### config.mk
export PLATFORM = sky130hd
export DESIGN_NAME = tag_presence_table_aging
export DESIGN_NICKNAME = d
export VERILOG_FILES = /design/src/hw/rtl/tpta_pkg.sv /design/src/hw/rtl/tag_presence_table_aging.sv /design/src/hw/rtl/tpta_ctrl.sv /design/src/hw/rtl/tpta_dp.sv
export SDC_FILE = /design/constraint.sdc
export NUM_CORES = 2
export LEC_CHECK = 0
export BUFFER_PORTS_ARGS = -buffer_cell sky130_fd_sc_hd__buf_2
export CAP_MARGIN = 20
export CORE_MARGIN = 3
export CORE_UTILIZATION = 55
export DETAILED_ROUTE_END_ITERATION = 10
export GPL_ROUTABILITY_DRIVEN = 0
export PLACE_DENSITY = 0.82
export RECOVER_POWER = 50
export SYNTH_ARGS = -nofsm -noshare
export SYNTH_HDL_FRONTEND = slang
export SYNTH_HIERARCHICAL = 1
export SYNTH_SLANG_ARGS = --single-unit
### constraint.sdc
create_clock -name clock -period 17.6 [get_ports clock]
set_input_delay 0.88 -clock clock [delete_from_list [all_inputs] [get_ports clock]]
set_output_delay 0.88 -clock clock [all_outputs]
set_load 0.005 [all_outputs]
### src/hw/rtl/tpta_pkg.sv
// Shared types and constants for the tag presence table with aging.
`timescale 1ns / 1ps
`default_nettype none

package tpta_pkg;

   localparam int SLOTS      = 32;
   localparam int SLOT_W     = (SLOTS > 1) ? $clog2(SLOTS) : 1;
   localparam int CNT_W      = $clog2(SLOTS + 1);
   localparam int TAG_W      = 16;
   localparam int IDX_W      = 8;
   localparam int PERIOD_W   = 16;
   localparam int TIME_W     = 32;
   localparam int COUNT_W    = 9;
   localparam int CSR_IDX_W  = 1;
   localparam int CSR_DATA_W = 16;

   localparam logic [CSR_IDX_W-1:0] CSR_AUDIT_PERIOD  = 1'd0;
   localparam logic [CSR_IDX_W-1:0] CSR_ACTING_MASTER = 1'd1;

   typedef enum logic [1:0] {
      CMD_INSERT = 2'd0,
      CMD_FIND   = 2'd1,
      CMD_COUNT  = 2'd2,
      CMD_AUDIT  = 2'd3
   } cmd_type;

   typedef enum logic [1:0] {
      PH_NEW       = 2'd0,
      PH_REPORTED  = 2'd1,
      PH_CONFIRMED = 2'd2,
      PH_GONE      = 2'd3
   } phase_type;

   typedef enum logic [1:0] {
      ST_OK        = 2'd0,
      ST_NOT_FOUND = 2'd1,
      ST_BAD_INDEX = 2'd2,
      ST_BAD_PHASE = 2'd3
   } status_type;

   typedef enum logic [2:0] {
      S_IDLE,
      S_DECODE,
      S_SCAN,
      S_DRAIN,
      S_INSERT_WR,
      S_AUDIT_RD,
      S_AUDIT_EXEC,
      S_DONE
   } state_type;

   typedef struct packed {
      logic [TAG_W-1:0]    tag;
      phase_type           phase;
      logic [PERIOD_W-1:0] period;
      logic [TIME_W-1:0]   last_seen;
   } entry_type;

   typedef struct packed {
      logic capture;
      logic scan_rd;
      logic audit_rd;
      logic audit_exec;
      logic insert_wr;
      logic load_rsp;
   } ctrl_cmd_type;

   typedef struct packed {
      cmd_type cmd;
      logic    idx_bad;
      logic    scan_last;
   } dp_status_type;

endpackage

`default_nettype wire

### src/hw/rtl/tag_presence_table_aging.sv
// Top level of the tag presence table with aging.
//
//   group  direction  tdata / data                       tuser / index
//   req_   in         tag, slot_index, beat, now (72 b)  command (2 b)
//   rsp_   out        slot, count, rep tag, phase (40 b) status, report_valid (3 b)
//   csr_   in         register value (16 b)              register index (1 b)
//
// One word at a time. From acceptance to rsp_tvalid, find and count go through
// decode, one slot read per cycle, drain and load, and insert adds its write before
// the load; audit goes through decode, read, age and load, a bad-index audit through
// decode and load. The next word is taken in the idle state.
// Reset marks all slots free at once through per-slot valid bits and holds req_tready
// and csr_ready low. A new word is taken while the previous result waits on rsp_tready;
// a held result stalls the next one only at its load step.
`timescale 1ns / 1ps
`default_nettype none

module tag_presence_table_aging
   import tpta_pkg::*;
(
   input  wire logic                  clock,
   input  wire logic                  reset,
   input  wire logic                  req_tvalid,
   output logic                       req_tready,
   // [15:0] tag_id, [23:16] slot_index, [39:24] beat_period, [71:40] now_seconds
   input  wire logic [71:0]           req_tdata,
   // [1:0] command
   input  wire logic [1:0]            req_tuser,
   output logic                       rsp_tvalid,
   input  wire logic                  rsp_tready,
   // [7:0] found_slot, [16:8] match_count, [32:17] report_tag, [34:33] report_phase
   output logic [39:0]                rsp_tdata,
   // [1:0] status, [2] report_valid
   output logic [2:0]                 rsp_tuser,
   input  wire logic                  csr_valid,
   output logic                       csr_ready,
   input  wire logic [CSR_IDX_W-1:0]  csr_index,
   input  wire logic [CSR_DATA_W-1:0] csr_data
);

   ctrl_cmd_type         dp_cmd;
   dp_status_type        dp_status;
   logic [1:0]           status;
   logic [IDX_W-1:0]     found_slot;
   logic [COUNT_W-1:0]   match_count;
   logic                 report_valid;
   logic [TAG_W-1:0]     report_tag;
   logic [1:0]           report_phase;

   assign csr_ready = !reset;

   tpta_ctrl u_ctrl (
      .clock      (clock),
      .reset      (reset),
      .req_tvalid (req_tvalid),
      .req_tready (req_tready),
      .rsp_tvalid (rsp_tvalid),
      .rsp_tready (rsp_tready),
      .dp_status  (dp_status),
      .dp_cmd     (dp_cmd)
   );

   tpta_dp u_dp (
      .clock            (clock),
      .reset            (reset),
      .dp_cmd           (dp_cmd),
      .dp_status        (dp_status),
      .csr_write        (csr_valid & csr_ready),
      .csr_index        (csr_index),
      .csr_data         (csr_data),
      .req_command      (req_tuser),
      .req_tag          (req_tdata[15:0]),
      .req_slot_index   (req_tdata[23:16]),
      .req_beat         (req_tdata[39:24]),
      .req_now          (req_tdata[71:40]),
      .rsp_status       (status),
      .rsp_found_slot   (found_slot),
      .rsp_match_count  (match_count),
      .rsp_report_valid (report_valid),
      .rsp_report_tag   (report_tag),
      .rsp_report_phase (report_phase)
   );

   assign rsp_tdata = {5'b0, report_phase, report_tag, match_count, found_slot};
   assign rsp_tuser = {report_valid, status};

endmodule

`default_nettype wire

### src/hw/rtl/tpta_ctrl.sv
// Sequencer for scan, insert and audit operations of the tag table.
`timescale 1ns / 1ps
`default_nettype none

module tpta_ctrl
   import tpta_pkg::*;
(
   input  wire logic          clock,
   input  wire logic          reset,
   input  wire logic          req_tvalid,
   output logic               req_tready,
   output logic               rsp_tvalid,
   input  wire logic          rsp_tready,
   input  wire dp_status_type dp_status,
   output ctrl_cmd_type       dp_cmd
);

   state_type state_ff, state_in;
   logic      rsp_valid_ff, rsp_valid_in;
   logic      rsp_free;

   assign rsp_free = !rsp_valid_ff || rsp_tready;

   always_ff @(posedge clock) begin
      if (reset) begin
         state_ff     <= S_IDLE;
         rsp_valid_ff <= 1'b0;
      end else begin
         state_ff     <= state_in;
         rsp_valid_ff <= rsp_valid_in;
      end
   end

   always_comb begin
      state_in = state_ff;
      case (state_ff)
         S_IDLE: begin
            if (req_tvalid) state_in = S_DECODE;
         end
         S_DECODE: begin
            if (dp_status.cmd == CMD_AUDIT) begin
               state_in = dp_status.idx_bad ? S_DONE : S_AUDIT_RD;
            end else begin
               state_in = S_SCAN;
            end
         end
         S_SCAN: begin
            if (dp_status.scan_last) state_in = S_DRAIN;
         end
         S_DRAIN: begin
            state_in = (dp_status.cmd == CMD_INSERT) ? S_INSERT_WR : S_DONE;
         end
         S_INSERT_WR:  state_in = S_DONE;
         S_AUDIT_RD:   state_in = S_AUDIT_EXEC;
         S_AUDIT_EXEC: state_in = S_DONE;
         S_DONE: begin
            if (rsp_free) state_in = S_IDLE;
         end
         default:      state_in = S_IDLE;
      endcase
   end

   always_comb begin
      dp_cmd       = '0;
      req_tready   = 1'b0;
      rsp_valid_in = rsp_tready ? 1'b0 : rsp_valid_ff;
      case (state_ff)
         S_IDLE: begin
            req_tready     = !reset;
            dp_cmd.capture = req_tvalid && !reset;
         end
         S_SCAN:       dp_cmd.scan_rd    = 1'b1;
         S_INSERT_WR:  dp_cmd.insert_wr  = 1'b1;
         S_AUDIT_RD:   dp_cmd.audit_rd   = 1'b1;
         S_AUDIT_EXEC: dp_cmd.audit_exec = 1'b1;
         S_DONE: begin
            if (rsp_free) begin
               dp_cmd.load_rsp = 1'b1;
               rsp_valid_in    = 1'b1;
            end
         end
         default: begin
         end
      endcase
   end

   assign rsp_tvalid = rsp_valid_ff;

endmodule

`default_nettype wire

### src/hw/rtl/tpta_dp.sv
// Datapath: entry memory, valid bits, scan logic, audit aging and result registers.
`timescale 1ns / 1ps
`default_nettype none

module tpta_dp
   import tpta_pkg::*;
(
   input  wire logic                  clock,
   input  wire logic                  reset,
   input  wire ctrl_cmd_type          dp_cmd,
   output dp_status_type              dp_status,
   input  wire logic                  csr_write,
   input  wire logic [CSR_IDX_W-1:0]  csr_index,
   input  wire logic [CSR_DATA_W-1:0] csr_data,
   input  wire logic [1:0]            req_command,
   input  wire logic [TAG_W-1:0]      req_tag,
   input  wire logic [IDX_W-1:0]      req_slot_index,
   input  wire logic [PERIOD_W-1:0]   req_beat,
   input  wire logic [TIME_W-1:0]     req_now,
   output logic [1:0]                 rsp_status,
   output logic [IDX_W-1:0]           rsp_found_slot,
   output logic [COUNT_W-1:0]         rsp_match_count,
   output logic                       rsp_report_valid,
   output logic [TAG_W-1:0]           rsp_report_tag,
   output logic [1:0]                 rsp_report_phase
);

   entry_type             entry_mem_ff [SLOTS];
   logic [SLOTS-1:0]      valid_ff;
   entry_type             rd_entry_ff;
   logic                  rd_valid_ff;
   entry_type             cur;

   cmd_type               cmd_ff;
   logic [TAG_W-1:0]      tag_ff;
   logic [IDX_W-1:0]      idx_ff;
   logic [PERIOD_W-1:0]   beat_ff;
   logic [TIME_W-1:0]     now_ff;
   logic [PERIOD_W-1:0]   audit_period_ff;
   logic                  master_ff;

   logic [SLOT_W-1:0]     scan_ctr_ff;
   logic [SLOT_W-1:0]     eval_slot_ff;
   logic                  eval_ff;
   logic                  hit_ff;
   logic [SLOT_W-1:0]     hit_slot_ff;
   logic [CNT_W-1:0]      count_ff;

   logic                  aud_valid_ff;
   logic [TAG_W-1:0]      aud_tag_ff;
   phase_type             aud_phase_ff;

   logic                  idx_bad;
   logic [SLOT_W-1:0]     audit_slot;
   logic [SLOT_W-1:0]     rd_addr;
   logic                  slot_match;

   logic [TIME_W-1:0]     elapsed;
   logic [TIME_W-1:0]     two_periods;
   logic [TIME_W-1:0]     four_periods;
   logic                  due;
   logic                  a_report;
   phase_type             a_rep_phase;
   logic                  a_update;
   logic                  a_free;
   phase_type             a_phase;

   logic                  mem_we;
   logic [SLOT_W-1:0]     wr_addr;
   entry_type             wr_data;

   assign idx_bad    = {1'b0, idx_ff} >= (IDX_W + 1)'(SLOTS);
   assign audit_slot = SLOT_W'(idx_ff);
   assign rd_addr    = dp_cmd.audit_rd ? audit_slot : scan_ctr_ff;
   assign cur        = rd_valid_ff ? rd_entry_ff : '0;

   assign dp_status.cmd       = cmd_ff;
   assign dp_status.idx_bad   = idx_bad;
   assign dp_status.scan_last = scan_ctr_ff == SLOT_W'(SLOTS - 1);

   always_comb begin
      if (cmd_ff == CMD_INSERT) begin
         slot_match = cur.tag == '0;
      end else if (tag_ff == '0) begin
         slot_match = cur.tag != '0;
      end else begin
         slot_match = cur.tag == tag_ff;
      end
   end

   assign elapsed      = now_ff - cur.last_seen;
   assign two_periods  = TIME_W'({cur.period, 1'b0});
   assign four_periods = TIME_W'({cur.period, 2'b00});
   assign due          = (cur.tag != '0) && (elapsed >= TIME_W'(audit_period_ff));

   always_comb begin
      a_report    = 1'b0;
      a_rep_phase = PH_NEW;
      a_update    = 1'b0;
      a_free      = 1'b0;
      a_phase     = cur.phase;
      if (due) begin
         case (cur.phase)
            PH_NEW: begin
               a_update = 1'b1;
               a_phase  = PH_REPORTED;
            end
            PH_GONE: begin
               if (elapsed > four_periods) begin
                  a_free = 1'b1;
               end else begin
                  a_report    = 1'b1;
                  a_rep_phase = PH_GONE;
                  a_free      = master_ff;
               end
            end
            PH_REPORTED, PH_CONFIRMED: begin
               if (elapsed > two_periods) begin
                  a_report    = 1'b1;
                  a_rep_phase = PH_GONE;
                  a_free      = master_ff;
                  a_update    = !master_ff;
                  a_phase     = PH_GONE;
               end else if (cur.phase == PH_REPORTED) begin
                  a_report    = 1'b1;
                  a_rep_phase = PH_REPORTED;
                  a_update    = master_ff;
                  a_phase     = PH_CONFIRMED;
               end
            end
            default: begin
            end
         endcase
      end
   end

   always_comb begin
      mem_we  = 1'b0;
      wr_addr = audit_slot;
      wr_data = cur;
      if (dp_cmd.insert_wr) begin
         mem_we            = hit_ff;
         wr_addr           = hit_slot_ff;
         wr_data.tag       = tag_ff;
         wr_data.phase     = PH_NEW;
         wr_data.period    = beat_ff;
         wr_data.last_seen = now_ff;
      end else if (dp_cmd.audit_exec) begin
         mem_we            = a_update;
         wr_data.phase     = a_phase;
         wr_data.last_seen = now_ff;
      end
   end

   always_ff @(posedge clock) begin
      if (mem_we) begin
         entry_mem_ff[wr_addr] <= wr_data;
      end
      rd_entry_ff <= entry_mem_ff[rd_addr];
   end

   always_ff @(posedge clock) begin
      if (reset) begin
         valid_ff <= '0;
      end else if (mem_we) begin
         valid_ff[wr_addr] <= 1'b1;
      end else if (dp_cmd.audit_exec && a_free) begin
         valid_ff[audit_slot] <= 1'b0;
      end
   end

   always_ff @(posedge clock) begin
      rd_valid_ff <= valid_ff[rd_addr];
   end

   always_ff @(posedge clock) begin
      if (reset) begin
         audit_period_ff <= '0;
         master_ff       <= 1'b1;
      end else if (csr_write) begin
         case (csr_index)
            CSR_AUDIT_PERIOD:  audit_period_ff <= csr_data;
            CSR_ACTING_MASTER: master_ff       <= csr_data[0];
            default: begin
            end
         endcase
      end
   end

   always_ff @(posedge clock) begin
      if (dp_cmd.capture) begin
         cmd_ff  <= cmd_type'(req_command);
         tag_ff  <= req_tag;
         idx_ff  <= req_slot_index;
         beat_ff <= req_beat;
         now_ff  <= req_now;
      end
   end

   always_ff @(posedge clock) begin
      if (reset) begin
         eval_ff <= 1'b0;
      end else begin
         eval_ff <= dp_cmd.scan_rd;
      end
      eval_slot_ff <= scan_ctr_ff;
   end

   always_ff @(posedge clock) begin
      if (dp_cmd.capture) begin
         scan_ctr_ff  <= '0;
         hit_ff       <= 1'b0;
         hit_slot_ff  <= '0;
         count_ff     <= '0;
         aud_valid_ff <= 1'b0;
         aud_tag_ff   <= '0;
         aud_phase_ff <= PH_NEW;
      end else begin
         if (dp_cmd.scan_rd) begin
            scan_ctr_ff <= scan_ctr_ff + 1'b1;
         end
         if (eval_ff && slot_match) begin
            count_ff <= count_ff + 1'b1;
            if (!hit_ff) begin
               hit_ff      <= 1'b1;
               hit_slot_ff <= eval_slot_ff;
            end
         end
         if (dp_cmd.audit_exec) begin
            aud_valid_ff <= a_report;
            aud_tag_ff   <= a_report ? cur.tag : '0;
            aud_phase_ff <= a_rep_phase;
         end
      end
   end

   always_ff @(posedge clock) begin
      if (dp_cmd.load_rsp) begin
         rsp_found_slot   <= '0;
         rsp_match_count  <= '0;
         rsp_report_valid <= 1'b0;
         rsp_report_tag   <= '0;
         rsp_report_phase <= PH_NEW;
         case (cmd_ff)
            CMD_INSERT, CMD_FIND: begin
               rsp_status     <= hit_ff ? ST_OK : ST_NOT_FOUND;
               rsp_found_slot <= hit_ff ? IDX_W'(hit_slot_ff) : '0;
            end
            CMD_COUNT: begin
               rsp_status      <= ST_OK;
               rsp_match_count <= COUNT_W'(count_ff);
            end
            CMD_AUDIT: begin
               rsp_status <= idx_bad ? ST_BAD_INDEX : ST_OK;
               if (!idx_bad) begin
                  rsp_report_valid <= aud_valid_ff;
                  rsp_report_tag   <= aud_tag_ff;
                  rsp_report_phase <= aud_phase_ff;
               end
            end
            default: rsp_status <= ST_BAD_PHASE;
         endcase
      end
   end

endmodule

`default_nettype wire

==> run summary <==
YOSYS
------------------------------------------------------------------------------------------
Yosys top cell area share                                                            0.706
Top cell types by occurrence after synthesis                                  edfxtp_1 (2217), nand2_1 (843), mux4_2 (536), nand3_1 (426), clkbuf_1 (207)
Share of async-settable or async-resettable flops after synthesis                        0
Register bit total from synthesis                                                     2378
Top flip-flop cell by instance count after synthesis                              edfxtp_1
EDFF count, synth                                                                     2217
Largest area contributor in the synthesized netlist                               edfxtp_1
Syn avg cell area                                                                 17.7 um2
Largest cells by area after synthesis                                         edfxtp_1 (71%), mux4_2 (13%), dfxtp_1 (3.4%)
Yosys warnings                                                                           6
Synth Cell Area                                                                  94300 um2
Sequential area share after synthesis                                                0.740
Count of distinct cell types in the synthesized netlist                                 81
Mapped Cells                                                                          5339
Most common cell in the netlist                                                   edfxtp_1

CLOCK TREE
------------------------------------------------------------------------------------------
Num Clock Sinks                                                                       2378
Post-CTS resize count                                                                    0
Clock edge transition at the registers on the reported setup and hold paths        0.06 ns
H-tree Lvls                                                                              4
Number of post-CTS setup repair buffers                                                  0
Total CTS buffers                                                                      216
Clk Latency, worst-skew pair                                                       0.88 ns
Maximum buffer depth of the clock tree                                                   3
Total of hold buffers inserted after clock tree synthesis                                0
Clock tree from TritonCTS                                                             done
Clock tree root driver cell                                                      clkbuf_16

STA
------------------------------------------------------------------------------------------
Max Clock Freq                                                                    93.0 MHz
Fin crit share                                                                       0.611
Pin slew with the least headroom to its limit                                      4.76 ns
Final count of negative-setup-slack endpoints                                            0
Final Hold Slack                                                                  0.178 ns
Maximum clock skew at final layout                                               0.0540 ns
Slew HR                                                                              -2.20
Post-Route Setup TNS                                                                  0 ns
Shortest period the worst path allows                                             10.76 ns
Final hold violations                                                                    0
Max-slew violation count                                                              1581
RSZ-0062 raised after global routing                                                 false

WORST SETUP PATH
------------------------------------------------------------------------------------------
Critical Path End Type                                                                flop
CP max FO                                                                               59
Reg-to-reg critical path startpoint                                           u_dp/rd_valid_ff
Worst r2r path cells                                                                    16
Crit Path Class                                                               flop to flop
Data required, critical path                                                      18.06 ns
Worst flop-to-flop path endpoint                                              u_dp/entry_mem_ff[2][7]
Startpoint class of the critical path                                                 flop
Arrival time at the worst endpoint                                                11.21 ns
Worst reg2reg setup slack                                                          6.84 ns
Worst setup path startpoint                                                   u_dp/rd_valid_ff

LAYOUT
------------------------------------------------------------------------------------------
Number of filler instances in the final layout                                       11000
Post-layout net count                                                                 5709
Util after Layout                                                                    0.616
Final cell area excluding filler cells                                          105000 um2
Area growth from synthesis to final layout                                           11.1%
Ratio of cells with drive above 1 in the final layout                                0.183

OUTCOME
------------------------------------------------------------------------------------------
Run status                                                                    finished with violations
Violations in the final reports                                               max-capacitance violations, max-slew violations

POWER
------------------------------------------------------------------------------------------
Leakage power summed over all cells                                                34.4 nW
Power per Cell Area                                                             137 nW/um2
Total power of the final layout                                                    14.3 mW
Max rail drop VDD                                                                 0.116 mV

RUN
------------------------------------------------------------------------------------------
MaxCap Viol Count                                                                       46

PLACEMENT
------------------------------------------------------------------------------------------
Dpl cell area                                                                    97900 um2
Number of input and output port buffers inserted                                       130
Detailed Place HPWL                                                              140000 um

FLOORPLANNING
------------------------------------------------------------------------------------------
Core Footprint                                                                  170000 um2
X dimension of the die                                                              420 um
Initial cell density of the core                                                     0.555
I/O pin total                                                                          142
Die Y                                                                               420 um
Site Rows                                                                              151
Die outline area                                                                176000 um2

ROUTING
------------------------------------------------------------------------------------------
Router iterations before antenna repair                                                  9
Total routed wirelength                                                          271000 um
Count of vias placed by the detailed router                                          55300
Post-route DRC violation count                                                           0
Routed Antenna Nets                                                                      0
Violation count after the first detailed-routing iteration                           10600
Vias per cell                                                                         6.97
WL/cell                                                                            34.2 um

GLOBAL ROUTING
------------------------------------------------------------------------------------------
Global-route wire length before repair                                           384000 um
Sum of overflow across all layers after global routing                                   0
Via count of the first global-routing pass                                           54900
Maximum number of pins on one net before global-route repair                           152
Gr usage total                                                                       0.303
Initial antenna violation count                                                          8

HOLD PATH
------------------------------------------------------------------------------------------
Worst hold path stage count                                                              1
Worst hold path startpoint                                                    req_tdata[71]
Hold path endpoint                                                            u_dp/now_ff[31]
Worst min path class                                                          input pin to flop

[per-layer routing]
metal / part of all wire / global-route usage / vias up
met5: 0.00017 / 0 / -
met1: 0.32 / 0.389 / 27400
met2: 0.46 / 0.465 / 5360
met3: 0.15 / 0.0910 / 1098
met4: 0.070 / 0.172 / 6
li1: - / - / 21400
[critical path, cell delays in order, from the launching register on]
cell and delay, ns:
dfxtp_1 1.29, clkbuf_1 2.51, nand2_1 1.20, ha_1 0.66, nor2b_1 0.15, o21a_1 0.16
o21ai_0 0.20, a221oi_1 0.12, a211oi_1 0.23, o21ai_0 0.13, a21boi_0 0.60, nand4_1 0.20
a21oi_2 0.75, o21bai_2 0.07, buf_4 0.30, nor3_2 0.70, buf_4 0.88
[cell families after synthesis]
logic type                 count (synthesis)  share of synthesized area
other                                      2                  0.0000797
and+or+nand+nor                         1527                     0.0716
AOI/OAI and AO/OA                        377                     0.0263
xor gates and xnor gates                  40                    0.00372
adders and majority gates                 87                     0.0116
muxes                                    558                      0.130
buffers and inverters                    370                     0.0158
DFF                                     2378                      0.740
[metrics by stage]
| step | worst slack [ns] | cells |
|---|---|---|
| 6_report | 6.84 | 7927 |
| 3_5_place_dp | 9.54 | 7516 |
| 5_1_grt | 6.90 | 7922 |
| 4_1_cts | 9.49 | 7912 |
| 3_3_place_gp | 9.65 | 7509 |
| 2_1_floorplan | 5.31 | 5348 |
[layout by cell type, fill, tap and decap left out, types with 30 or more instances in the layout]
| master | instances |
|---|---|
| dfxtp_1 | 161 |
| buf_2 | 73 |
| nor2_1 | 71 |
| ha_1 | 86 |
| nand2_1 | 843 |
| a21oi_1 | 92 |
| edfxtp_1 | 2217 |
| clkinv_2 | 30 |
| clkbuf_16 | 216 |
| inv_1 | 41 |
| buf_4 | 56 |
| clkinv_1 | 55 |
| clkbuf_1 | 173 |
| mux4_2 | 536 |
| nand3_1 | 426 |
| o21ai_0 | 111 |
[sequential cells by signal, indices dropped and copies added, names as in the netlist, 8 cells and up]
| register | cells |
|---|---|
| u_dp/aud_tag_ff | 16 |
| u_dp/idx_ff | 8 |
| u_dp/now_ff | 32 |
| u_dp/rsp_report_tag | 16 |
| u_dp/beat_ff | 16 |
| u_dp/rd_entry_ff | 66 |
| u_dp/tag_ff | 16 |
| u_dp/valid_ff | 32 |
| u_dp/entry_mem_ff | 2112 |
| u_dp/audit_period_ff | 16 |
[worst max path at each step]
stage,end,slack [ns],cells after the start
after global placement,u_dp/entry_mem_ff[14][25],9.65,20
after floorplan,u_dp/entry_mem_ff[29][0],5.31,22
after global routing,u_dp/entry_mem_ff[2][7],6.90,16
final,u_dp/entry_mem_ff[2][7],6.84,16
after CTS,u_dp/entry_mem_ff[14][34],9.49,20
after detailed placement,u_dp/entry_mem_ff[14][32],9.54,20
[where the power goes]
group          switching [mW]  internal (mW)
registers               0.113           6.37
clock network            2.14           2.54
logic                    1.87           1.28
[cell type report]
cell class,count,area (um2),share of cell area
timing repair buffer,274,1620,0.0155
tap,2218,2780,0.0265
multi-input combinational,2600,23200,0.222
clock buffer,262,5610,0.0536
sequential,2378,69800,0.667
clock inverter,134,1390,0.0133
inverter,56,285,0.00272
antenna,5,12.5,0.000119
Power figures use the tool's default switching activity.
